==> config.mk <==
export PLATFORM = sky130hd
export DESIGN_NAME = rgb565_gray_nearest_downscale_unit
export DESIGN_NICKNAME = d
export VERILOG_FILES = /design/src/rgbg_pkg.sv /design/src/rgbg_front.sv /design/src/rgbg_queue.sv /design/src/rgbg_back.sv /design/src/rgb565_gray_nearest_downscale_unit.sv
export SDC_FILE = /design/constraint.sdc
export NUM_CORES = 1
export LEC_CHECK = 0
export ABC_AREA = 1
export BUFFER_PORTS_ARGS = -buffer_cell sky130_fd_sc_hd__buf_2
export CAP_MARGIN = 20
export CORE_MARGIN = 3
export CORE_UTILIZATION = 35
export CTS_CLUSTER_DIAMETER = 150
export DETAILED_ROUTE_END_ITERATION = 8
export GPL_TIMING_DRIVEN = 0
export PLACE_DENSITY = 0.49
export REMOVE_ABC_BUFFERS = 1
export SYNTH_ARGS = -nofsm -noshare
export SYNTH_HDL_FRONTEND = slang
export SYNTH_SLANG_ARGS = --single-unit
==> constraint.sdc <==
create_clock -name clk -period 8.3 [get_ports clk]
set_input_delay 1.66 -clock clk [delete_from_list [all_inputs] [get_ports clk]]
set_output_delay 1.66 -clock clk [all_outputs]
set_load 0.01 [all_outputs]
==> src/rgbg_pkg.sv <==
// Shared types and constants for the RGB565 gray downscaler.
// No dependencies; used by every module of the block.
package rgbg_pkg;

    localparam int PIX_W   = 16;
    localparam int GRAY_W  = 6;
    localparam int COORD_W = 5;

    // Luma weights (per mille) on the unscaled 5/6/5 channels
    localparam int SUM_W = 16;
    localparam logic [SUM_W-1:0] R_WEIGHT = 16'd299;
    localparam logic [SUM_W-1:0] G_WEIGHT = 16'd587;
    localparam logic [SUM_W-1:0] B_WEIGHT = 16'd114;

    // Divide by 1000 as (sum * RECIP) >> RECIP_SHIFT, exact for sums up to 49784
    localparam int RECIP_W     = 17;
    localparam int RECIP_SHIFT = 26;
    localparam logic [RECIP_W-1:0] RECIP = 17'd67109;
    localparam int PROD_W      = SUM_W + RECIP_W;

    localparam logic [GRAY_W-1:0] GRAY_MAX = 6'd49;

    // One kept pixel on its way from the front end to the arithmetic back end
    typedef struct packed {
        logic [PIX_W-1:0]   pixel;
        logic [COORD_W-1:0] dest_x;
        logic [COORD_W-1:0] dest_y;
        logic               last;
    } sample_t;

    typedef struct packed {
        logic full;
        logic empty;
    } queue_status_t;

endpackage

==> src/rgbg_front.sv <==
// Front end: pairs camera bytes into RGB565 pixels and decides which are kept.
// Depends on rgbg_pkg.
module rgbg_front #(
    parameter int SRC_WIDTH  = 160,
    parameter int SRC_HEIGHT = 120,
    parameter int DST_WIDTH  = 24,
    parameter int DST_HEIGHT = 24
) (
    input  logic                     clk,
    input  logic                     rst_n,
    input  logic                     accept,
    input  logic [7:0]               pixel_byte,
    output logic                     push,
    output rgbg_pkg::sample_t        item
);

    localparam int CW  = $clog2(SRC_WIDTH);
    localparam int RW  = $clog2(SRC_HEIGHT);
    localparam int DCW = $clog2(DST_WIDTH + 1);
    localparam int DRW = $clog2(DST_HEIGHT + 1);
    // DST = Q*SRC + R per axis; drives the ceil(s*DST/SRC) stepping
    localparam int COL_QD = DST_WIDTH / SRC_WIDTH;
    localparam int COL_RD = DST_WIDTH % SRC_WIDTH;
    localparam int ROW_QD = DST_HEIGHT / SRC_HEIGHT;
    localparam int ROW_RD = DST_HEIGHT % SRC_HEIGHT;

    logic           phase_reg, phase_next;
    logic [7:0]     high_reg, high_next;
    logic [CW-1:0]  col_reg, col_next;
    logic [CW-1:0]  col_acc_reg, col_acc_next;
    logic [DCW-1:0] col_c_reg, col_c_next;
    logic [RW-1:0]  row_reg, row_next;
    logic [RW-1:0]  row_acc_reg, row_acc_next;
    logic [DRW-1:0] row_c_reg, row_c_next;

    logic           low_byte;
    logic           col_end, row_end;
    logic           col_borrow, row_borrow;
    logic [DCW-1:0] col_c_step;
    logic [DRW-1:0] row_c_step;
    logic [CW:0]    col_acc_step;
    logic [RW:0]    row_acc_step;
    logic           col_hit, row_hit;

    assign low_byte = accept && phase_reg;
    assign col_end  = (col_reg == CW'(SRC_WIDTH - 1));
    assign row_end  = (row_reg == RW'(SRC_HEIGHT - 1));

    // col_c tracks ceil(col*DST/SRC): the next destination column not yet served
    assign col_borrow   = (col_acc_reg < CW'(COL_RD));
    assign col_c_step   = col_c_reg + DCW'(COL_QD) + DCW'(col_borrow);
    assign col_acc_step = {1'b0, col_acc_reg}
                        + (col_borrow ? (CW+1)'(SRC_WIDTH) : '0)
                        - (CW+1)'(COL_RD);
    assign row_borrow   = (row_acc_reg < RW'(ROW_RD));
    assign row_c_step   = row_c_reg + DRW'(ROW_QD) + DRW'(row_borrow);
    assign row_acc_step = {1'b0, row_acc_reg}
                        + (row_borrow ? (RW+1)'(SRC_HEIGHT) : '0)
                        - (RW+1)'(ROW_RD);

    // A source index is sampled when some destination index maps onto it
    assign col_hit = (col_c_step != col_c_reg) && (col_c_reg < DCW'(DST_WIDTH));
    assign row_hit = (row_c_step != row_c_reg) && (row_c_reg < DRW'(DST_HEIGHT));

    assign push        = low_byte && col_hit && row_hit;
    assign item.pixel  = {high_reg, pixel_byte};
    assign item.dest_x = rgbg_pkg::COORD_W'(col_c_reg);
    assign item.dest_y = rgbg_pkg::COORD_W'(row_c_reg);
    assign item.last   = (col_c_step == DCW'(DST_WIDTH)) && (row_c_step == DRW'(DST_HEIGHT));

    always_comb
    begin
        phase_next   = phase_reg;
        high_next    = high_reg;
        col_next     = col_reg;
        col_acc_next = col_acc_reg;
        col_c_next   = col_c_reg;
        row_next     = row_reg;
        row_acc_next = row_acc_reg;
        row_c_next   = row_c_reg;
        if (accept && !phase_reg)
        begin
            phase_next = 1'b1;
            high_next  = pixel_byte;
        end
        else if (low_byte)
        begin
            phase_next = 1'b0;
            if (col_end)
            begin
                col_next     = '0;
                col_acc_next = '0;
                col_c_next   = '0;
                if (row_end)
                begin
                    row_next     = '0;
                    row_acc_next = '0;
                    row_c_next   = '0;
                end
                else
                begin
                    row_next     = row_reg + RW'(1);
                    row_acc_next = RW'(row_acc_step);
                    row_c_next   = row_c_step;
                end
            end
            else
            begin
                col_next     = col_reg + CW'(1);
                col_acc_next = CW'(col_acc_step);
                col_c_next   = col_c_step;
            end
        end
    end

    always_ff @(posedge clk or negedge rst_n)
    begin
        if (!rst_n)
        begin
            phase_reg   <= 1'b0;
            high_reg    <= '0;
            col_reg     <= '0;
            col_acc_reg <= '0;
            col_c_reg   <= '0;
            row_reg     <= '0;
            row_acc_reg <= '0;
            row_c_reg   <= '0;
        end
        else
        begin
            phase_reg   <= phase_next;
            high_reg    <= high_next;
            col_reg     <= col_next;
            col_acc_reg <= col_acc_next;
            col_c_reg   <= col_c_next;
            row_reg     <= row_next;
            row_acc_reg <= row_acc_next;
            row_c_reg   <= row_c_next;
        end
    end

endmodule

==> src/rgbg_queue.sv <==
// Short item queue between the front end and the back end.
// Depends on rgbg_pkg.
module rgbg_queue #(
    parameter int DEPTH = 2
) (
    input  logic                      clk,
    input  logic                      rst_n,
    input  logic                      push,
    input  rgbg_pkg::sample_t         push_item,
    input  logic                      pop,
    output rgbg_pkg::sample_t         head,
    output rgbg_pkg::queue_status_t   status
);

    localparam int AW = (DEPTH > 1) ? $clog2(DEPTH) : 1;
    localparam int NW = $clog2(DEPTH + 1);

    rgbg_pkg::sample_t slot_reg [DEPTH];
    logic [AW-1:0] wr_ptr_reg, wr_ptr_next;
    logic [AW-1:0] rd_ptr_reg, rd_ptr_next;
    logic [NW-1:0] count_reg, count_next;

    assign status.full  = (count_reg == NW'(DEPTH));
    assign status.empty = (count_reg == '0);
    assign head         = slot_reg[rd_ptr_reg];

    always_comb
    begin
        wr_ptr_next = wr_ptr_reg;
        rd_ptr_next = rd_ptr_reg;
        count_next  = count_reg;
        if (push)
            wr_ptr_next = (wr_ptr_reg == AW'(DEPTH - 1)) ? '0 : wr_ptr_reg + AW'(1);
        if (pop)
            rd_ptr_next = (rd_ptr_reg == AW'(DEPTH - 1)) ? '0 : rd_ptr_reg + AW'(1);
        if (push && !pop)
            count_next = count_reg + NW'(1);
        else if (pop && !push)
            count_next = count_reg - NW'(1);
    end

    always_ff @(posedge clk or negedge rst_n)
    begin
        if (!rst_n)
        begin
            wr_ptr_reg <= '0;
            rd_ptr_reg <= '0;
            count_reg  <= '0;
        end
        else
        begin
            wr_ptr_reg <= wr_ptr_next;
            rd_ptr_reg <= rd_ptr_next;
            count_reg  <= count_next;
        end
    end

    always_ff @(posedge clk)
    begin
        if (push)
            slot_reg[wr_ptr_reg] <= push_item;
    end

endmodule

==> src/rgbg_back.sv <==
// Back end: weighted gray sum, divide by 1000, output register.
// Depends on rgbg_pkg.
module rgbg_back (
    input  logic                                clk,
    input  logic                                rst_n,
    input  logic                                item_valid,
    input  rgbg_pkg::sample_t                   item,
    output logic                                pop,
    output logic                                out_valid,
    input  logic                                out_ready,
    output logic [rgbg_pkg::GRAY_W-1:0]         gray,
    output logic [rgbg_pkg::COORD_W-1:0]        dest_x,
    output logic [rgbg_pkg::COORD_W-1:0]        dest_y,
    output logic                                last_of_frame
);

    logic                               s1_valid_reg;
    logic [rgbg_pkg::SUM_W-1:0]         s1_sum_reg;
    logic [rgbg_pkg::COORD_W-1:0]       s1_x_reg, s1_y_reg;
    logic                               s1_last_reg;
    logic                               out_valid_reg;
    logic [rgbg_pkg::GRAY_W-1:0]        gray_reg;
    logic [rgbg_pkg::COORD_W-1:0]       x_reg, y_reg;
    logic                               last_reg;

    logic [4:0]                         r;
    logic [5:0]                         g;
    logic [4:0]                         b;
    logic [rgbg_pkg::SUM_W-1:0]         sum;
    logic [rgbg_pkg::PROD_W-1:0]        prod;
    logic                               s2_load, s1_load;

    assign r = item.pixel[15:11];
    assign g = item.pixel[10:5];
    assign b = item.pixel[4:0];
    assign sum = rgbg_pkg::SUM_W'(r) * rgbg_pkg::R_WEIGHT
               + rgbg_pkg::SUM_W'(g) * rgbg_pkg::G_WEIGHT
               + rgbg_pkg::SUM_W'(b) * rgbg_pkg::B_WEIGHT;
    assign prod = rgbg_pkg::PROD_W'(s1_sum_reg) * rgbg_pkg::PROD_W'(rgbg_pkg::RECIP);

    assign s2_load = !out_valid_reg || out_ready;
    assign s1_load = !s1_valid_reg || s2_load;
    assign pop     = item_valid && s1_load;

    assign out_valid     = out_valid_reg;
    assign gray          = gray_reg;
    assign dest_x        = x_reg;
    assign dest_y        = y_reg;
    assign last_of_frame = last_reg;

    always_ff @(posedge clk or negedge rst_n)
    begin
        if (!rst_n)
        begin
            s1_valid_reg  <= 1'b0;
            out_valid_reg <= 1'b0;
        end
        else
        begin
            if (s1_load)
                s1_valid_reg <= item_valid;
            if (s2_load)
                out_valid_reg <= s1_valid_reg;
        end
    end

    always_ff @(posedge clk)
    begin
        if (pop)
        begin
            s1_sum_reg  <= sum;
            s1_x_reg    <= item.dest_x;
            s1_y_reg    <= item.dest_y;
            s1_last_reg <= item.last;
        end
        if (s2_load && s1_valid_reg)
        begin
            gray_reg <= prod[rgbg_pkg::RECIP_SHIFT +: rgbg_pkg::GRAY_W];
            x_reg    <= s1_x_reg;
            y_reg    <= s1_y_reg;
            last_reg <= s1_last_reg;
        end
    end

endmodule

==> src/rgb565_gray_nearest_downscale_unit.sv <==
// Throughput: one byte per cycle unless stalled; a kept two-byte pixel yields one item.
// A result passes from the queue through the sum stage register into the output register.
// The byte input stalls only when the two-entry queue is full (back end held by out_ready).
// Reset (rst_n, async, active low) clears byte phase, counters, queue and valids;
// the next byte is taken as the high byte of pixel (0,0) of a new frame.
// Depends on rgbg_pkg, rgbg_front, rgbg_queue, rgbg_back.
module rgb565_gray_nearest_downscale_unit #(
    parameter int SRC_WIDTH  = 160,
    parameter int SRC_HEIGHT = 120,
    parameter int DST_WIDTH  = 24,
    parameter int DST_HEIGHT = 24
) (
    input  logic                                clk,
    input  logic                                rst_n,
    input  logic                                in_valid,
    output logic                                in_ready,
    input  logic [7:0]                          pixel_byte,
    output logic                                out_valid,
    input  logic                                out_ready,
    output logic [rgbg_pkg::GRAY_W-1:0]         gray,
    output logic [rgbg_pkg::COORD_W-1:0]        dest_x,
    output logic [rgbg_pkg::COORD_W-1:0]        dest_y,
    output logic                                last_of_frame
);

    logic                       accept;
    logic                       push;
    logic                       pop;
    rgbg_pkg::sample_t          push_item;
    rgbg_pkg::sample_t          head;
    rgbg_pkg::queue_status_t    q_status;

    // The front end only needs queue room; it never waits on the output side directly
    assign in_ready = !q_status.full;
    assign accept   = in_valid && in_ready;

    // Byte pairing, source position tracking and sampling decision
    rgbg_front #(
        .SRC_WIDTH  (SRC_WIDTH),
        .SRC_HEIGHT (SRC_HEIGHT),
        .DST_WIDTH  (DST_WIDTH),
        .DST_HEIGHT (DST_HEIGHT)
    ) u_front (
        .clk        (clk),
        .rst_n      (rst_n),
        .accept     (accept),
        .pixel_byte (pixel_byte),
        .push       (push),
        .item       (push_item)
    );

    // Decouples the byte stream from output backpressure
    rgbg_queue #(
        .DEPTH (2)
    ) u_queue (
        .clk       (clk),
        .rst_n     (rst_n),
        .push      (push),
        .push_item (push_item),
        .pop       (pop),
        .head      (head),
        .status    (q_status)
    );

    // Gray arithmetic: sum stage, reciprocal-multiply stage into the output register
    rgbg_back u_back (
        .clk           (clk),
        .rst_n         (rst_n),
        .item_valid    (!q_status.empty),
        .item          (head),
        .pop           (pop),
        .out_valid     (out_valid),
        .out_ready     (out_ready),
        .gray          (gray),
        .dest_x        (dest_x),
        .dest_y        (dest_y),
        .last_of_frame (last_of_frame)
    );

    // Checks
    a_no_overflow: assert property (@(posedge clk) disable iff (!rst_n)
        push |-> !q_status.full)
        else $error("queue written while full");

    a_no_underflow: assert property (@(posedge clk) disable iff (!rst_n)
        pop |-> !q_status.empty)
        else $error("queue read while empty");

    a_gray_range: assert property (@(posedge clk) disable iff (!rst_n)
        out_valid |-> gray <= rgbg_pkg::GRAY_MAX)
        else $error("gray value out of range");

endmodule

# After elaboration in Yosys (flattened, before gate mapping)
# Memories as Yosys holds them, arrays and structs flattened.
# Index checks and enable logic that the tools add are counted.
[totals] word_cells=94 regBits=99 mem_count=1 out_inout_bits=19 ram_bits=54
[mem_list] name="u_queue.slot_reg" words=2 width=27 rd=1 rd_clocked_by_memory_dff=0 wr=1 line="rgbg_queue.sv:18" rtl="rgbg_pkg::sample_t slot_reg [DEPTH];"
[op_classes] n_mul=4 bitwise=1 addsub=14 n_eq_ne=7 magnitude_cmp=4 n_reduce_logical=26 n_mux=16
[ops] op="16-bit by 17-bit multiplier with 32-bit output, second input constant" n=1
[ops] op="8-bit 2-to-1 mux" n=3
[ops] op="7-bit 2-to-1 mux" n=3
[ops] op="14-bit by 16-bit adder with 16-bit output" n=1
[ops] op="16-bit by 12-bit adder with 16-bit output" n=1
[ops] op="6-bit by 10-bit multiplier with 16-bit output, second input constant" n=1
[ops] op="5-bit by 9-bit multiplier with 14-bit output, second input constant" n=1
[ops] op="1-bit logical AND" n=12
[ops] op="5-bit by 6-bit multiplier with 11-bit output, second input constant" n=1
[ops] op="5-bit by 1-bit adder with 5-bit output" n=2
[ops] op="5-bit == test, second input constant" n=2
[ops] op="5-bit less-than comparator, second input constant" n=2
[ops] op="5-bit 2-to-1 mux" n=2
[ops] op="5-bit inequality test" n=2
[ops] op="8-bit by 1-bit adder with 8-bit output, second input constant" n=1
[ops] op="8-bit adder" n=1
[ops] op="8-bit == test, second input constant" n=1
[ops] op="8-bit by 5-bit less-than comparator with 1-bit output, second input constant" n=1
[ops] op="8-bit by 5-bit subtractor with 8-bit output, second input constant" n=1
[ops] op="7-bit by 1-bit adder with 7-bit output, second input constant" n=1
[ops] op="7-bit adder" n=1
[ops] op="7-bit == test, second input constant" n=1
[ops] op="1-bit zero test" n=7
[ops] op="7-bit by 5-bit less-than comparator with 1-bit output, second input constant" n=1
[ops] op="other kinds (13)" n=22

# Longest topological paths before layout
[depth] ltp_word=10 mapped_depth=29 depth_no_buf=28

# Hierarchy
# From an unflattened synthesis, not the netlist that was laid out.
[unflattened] cells_unflattened=1323 hier_area_um2=12700.9
[by_module_without_submodules] module="rgbg_back" cells_each=904 instances=1 seq_area_each_um2=1371.3 area_per_inst_um2=7912.6
[by_module_without_submodules] module="rgbg_front" cells_each=306 instances=1 seq_area_each_um2=1076.0 area_per_inst_um2=2516.2
[by_module_without_submodules] module="rgbg_queue" cells_each=109 instances=1 seq_area_each_um2=1721.7 area_per_inst_um2=2254.7
[by_module_without_submodules] module="rgb565_gray_nearest_downscale_unit" cells_each=4 instances=1 seq_area_each_um2=0.0 area_per_inst_um2=17.5

# Least setup slack after synthesis
# OpenSTA, ideal clock, no wires.
[synth_path] kind="reg2reg" start="register u_queue.rd_ptr_reg" end="register u_back.s1_sum_reg[15] in the netlist's numbering (data pin)" path_stages_with_launch=28 t_arrival_ps=5431 path_buffers=2 slack_ps=2617 setup_time_ps=252 required_time_ps=8048 cell_sequence="dfrtp_1 -> buf_2 -> clkinv_1 -> clkbuf_1 -> nand2_1 -> nand2_1 -> ha_1 -> inv_1 -> xor2_1 -> ha_1 -> ha_1 -> ha_1 -> a21oi_1 -> nand2_1 -> xor2_1 -> ha_1 -> inv_1 -> fa_1 -> fa_1 -> inv_1 -> fa_1 -> ha_1 -> nand2_1 -> nor2_1 -> nand2_1 -> or2_2 -> nand3_1 -> nand2_1"
[synth_via] elab_chain_cells=4 word_cells_on_any_way=6 cone_classes="2 x add/sub; 3 x mul; 1 x memory"
[synth_rtl] element="from (decl)" line="rgbg_queue.sv:20" rtl="logic [AW-1:0] rd_ptr_reg, rd_ptr_next;"
[synth_rtl] element="from (signal assigned)" line="rgbg_queue.sv:53" rtl="rd_ptr_reg <= rd_ptr_next;"
[synth_rtl] element="memory 2 x 27 bit (*)"
[synth_rtl] element="6-bit by 10-bit multiplier with 16-bit output / 5-bit by 9-bit multiplier with 14-bit output (equally long branches)" line="rgbg_back.sv:37, rgbg_back.sv:36"
[synth_rtl] element="14-bit by 16-bit adder with 16-bit output" line="rgbg_back.sv:37" rtl="+ rgbg_pkg::SUM_W'(g) * rgbg_pkg::G_WEIGHT"
[synth_rtl] element="16-bit by 12-bit adder with 16-bit output (*)" line="rgbg_back.sv:38" rtl="+ rgbg_pkg::SUM_W'(b) * rgbg_pkg::B_WEIGHT;"
[synth_rtl] element="net u_back.sum, one bit" line="rgbg_back.sv:29" rtl="logic [rgbg_pkg::SUM_W-1:0] sum;"
[synth_rtl] element="to (signal assigned)" line="rgbg_back.sv:71" rtl="s1_sum_reg <= sum;"
[synth_rtl] element="to (decl)" line="rgbg_back.sv:18" rtl="logic [rgbg_pkg::SUM_W-1:0] s1_sum_reg;"
# The timed path passes the listed nets; every way through them passes the cells marked *.
# A chain may end at the register's enable or synchronous reset.

# Final worst setup path
# Same ends and word-level chain as after synthesis.

==> flow_summary.json <==
{
  "place_congestion": 0.806,
  "wl_per_cell_um": 12.9,
  "start_util_pct": 35.7,
  "cts_buffer_depth": 2,
  "fmax_mhz": 131,
  "n_fill_cell": 3506,
  "r2r_end": "u_back.s1_sum_reg[15]",
  "clock_latency_ns": 0.43,
  "hold_depth": 0,
  "syn_inst": 1294,
  "finalSetupTns_ns": 0,
  "path_max_fanout": 28,
  "drtIter0Drc": 210,
  "ys_types": 45,
  "p_leak_uw": 0.00716,
  "rows": 68,
  "fin_area_um2": 13700,
  "p_per_area_nw_per_um2": 149,
  "grt_max_degree": 29,
  "dp_hpwl_mm": 19.0,
  "cts_setup_buffers": 0,
  "gr-usage-met2_pct": 22.3,
  "synth_edf_count": 98,
  "crit_required_ns": 8.48,
  "routed-via-count": 8008,
  "largest_reg_flops": 54,
  "dpl-instance-area_um2": 13100,
  "status": "complete, no violations",
  "syn_avg_cell_area_um2": 9.57,
  "yosys_register_bits": 147,
  "core_area_um2": 34700,
  "syn2layout_area_growth_pct": 10.9,
  "fin_crit_ns": 7.63,
  "setup_viol": 0,
  "n_antenna_cell": 0,
  "vdd_drop_max_mv": 0.128,
  "overflow": 0,
  "ctsHoldBuffers": 0,
  "cts_tree": "built",
  "layout-drive-gt1-share_pct": 7.99,
  "yosysWarnings": 0,
  "syn_area_um2": 12400,
  "num_io_pins": 31,
  "r2r_start": "u_queue.rd_ptr_reg",
  "grt_pass1_wl_mm": 40.5,
  "ys_async_sr_fraction_pct": 33.3,
  "fp.dieH_um": 194,
  "port_buffers": 30,
  "yosysSeqAreaShare_pct": 33.6,
  "cp-end-kind": "flip-flop",
  "track_usage_pct": 13.1,
  "rsz0062_at_grt": "no",
  "synth-main-ff-cell": "edfxtp_1",
  "skew_ns": 0.0126,
  "min_from": "u_back.s1_x_reg[4]",
  "cts_sinks": 147,
  "via_per_inst": 4.43,
  "cts.clk_slew.worst_paths_ns": 0.06,
  "h-tree-depth": 4,
  "fin_crit_sh_pct": 91.9,
  "ant_nets": 0,
  "hold_violations": 0,
  "grt.busiest_layer": "met2",
  "hp-class": "reg -> reg",
  "critPathKind": "reg -> reg",
  "use_met3_pct": 2.09,
  "final_max_slew_viol_count": 0,
  "drt_wl_total_mm": 23.3,
  "min_to": "u_back.dest_x[4]",
  "max_slew_margin_pct": 26.1,
  "grt_pass1_vias": 8270,
  "layout.nets": 1651,
  "worst_pin_slew_ns": 1.11,
  "dieArea_um2": 37700,
  "r2r_cells": 25,
  "drt_first_pass_iters": 4,
  "r2r_slack_ns": 0.67,
  "ctsRootBufferMaster": "clkbuf_16",
  "maxCapViolCount": 0,
  "drc_errors": 0,
  "cts_made_buffers": 17,
  "startpoint_type": "flip-flop",
  "antenna_found_initial": 0,
  "arrival_ns": 7.81,
  "die_x_um": 194,
  "grtUsageMet1_pct": 17.4
}
## how the worst max path moves through the flow
stage	start	to	slack [ns]	cells past startpoint
detailed placement	u_queue.rd_ptr_reg	u_back.s1_sum_reg[15]	0.24	25
CTS	u_queue.rd_ptr_reg	u_back.s1_sum_reg[15]	0.21	25
global route	u_queue.rd_ptr_reg	u_back.s1_sum_reg[15]	0.04	25
finish	u_queue.rd_ptr_reg	u_back.s1_sum_reg[15]	0.67	25
global placement	u_queue.rd_ptr_reg	u_back.s1_sum_reg[15]	0.24	25
floorplan	u_queue.rd_ptr_reg	u_back.s1_sum_reg[15]	1.89	25
## metrics by stage
stage | power, µW | worst slack (ns) | std cells | utilization (%) | hold slack [ns]
after detailed placement | 1290 | 0.238 | 1774 | 37.8 | 0.407
final | 2050 | 0.674 | 1807 | 39.6 | 0.419
after global routing | 2190 | 0.0387 | 1807 | 39.6 | 0.428
after global placement | 1280 | 0.236 | 1772 | 37.7 | 0.402
after floorplan | 1190 | 1.89 | 1287 | - | 0.400
after CTS | 2090 | 0.208 | 1806 | 39.5 | 0.421
## repair_timing
action                                  CTS  global route
gates resized for setup                   0             1
hold endpoints to repair                  0             0
endpoints found under the setup margin    0             3
## critical path: stages (launching register included)
cell	delay (ns)
dfrtp_1	1.07
clkinvlp_4	0.90
or2_2	0.50
o21ai_0	0.11
ha_1	0.28
inv_1	0.10
xor2_1	0.17
ha_1	0.26
ha_1	0.31
ha_1	0.35
a21oi_1	0.13
nand2_1	0.09
xor2_1	0.16
ha_1	0.30
inv_1	0.10
fa_1	0.45
fa_1	0.37
inv_1	0.08
fa_1	0.42
ha_1	0.36
nand2_1	0.10
nor2_1	0.23
nand2_1	0.07
or2_2	0.31
nand3_1	0.08
nand2_1	0.06
## metal layers
layer	share of wire [%]	up-vias
li1	-	4223
met1	50	3710
met2	47	54
met3	1.6	21
met4	1.7	0
met5	0	-
## kinds of logic (layout without fill, tap and decap cells)
logic type / Yosys count / in the layout / synth area share [%]
AO/OA/AOI/OAI: 84 / 84 / 3.81
XOR/XNOR: 39 / 39 / 2.76
adder cells (fa/ha/maj): 300 / 300 / 35.1
buffers and inverters: 289 / 347 / 8.90
flip-flops: 147 / 147 / 33.6
multiplexers: 9 / 9 / 0.808
AND/OR/NAND/NOR: 426 / 426 / 14.9
## power by group
group | leakage [µW] | internal, µW | switching [µW]
combinational | 0.00536 | 162 | 224
clock | 0.000298 | 436 | 350
sequential | 0.00150 | 838 | 41.9
total | 0.00716 | 1440 | 616
## cell usage in the layout (no fill, tap or decap), drive strengths merged, types with 33 or more instances in the layout
cell type and instances:
a21oi 34, nand2 295, ha 220, nand3 44, buf 33, inv 291
dfrtp 49, edfxtp 98, fa 80, nor2 57
## cells in the mapped netlist (7+ instances only)
library cell  instances  share of area, %
fa_1                 80                13
nand3_1              41               1.7
nand2_1             289               8.8
edfxtp_1             98                24
ha_1                220                22
nor3_1                7              0.28
a21oi_1              34               1.4
mux2_2                8              0.73
or2_2                 7              0.35
xor2_1               27               1.9
o21ai_0              26               1.1
dfrtp_1              49               9.9
nor2_1               52               1.6
xnor2_1              12              0.85
nand4_1               9              0.45
inv_1               277               8.4
## area by class of cell
class	instances	area [µm²]	share of cell area [%]
multi-input combinational	858	7140	51.9
sequential	147	4170	30.3
inverter	282	1070	7.78
tap	455	569	4.14
clock buffer	19	475	3.46
timing repair buffer	33	196	1.43
clock inverter	13	129	0.938
Note: power is estimated with default switching activity, not from simulation.
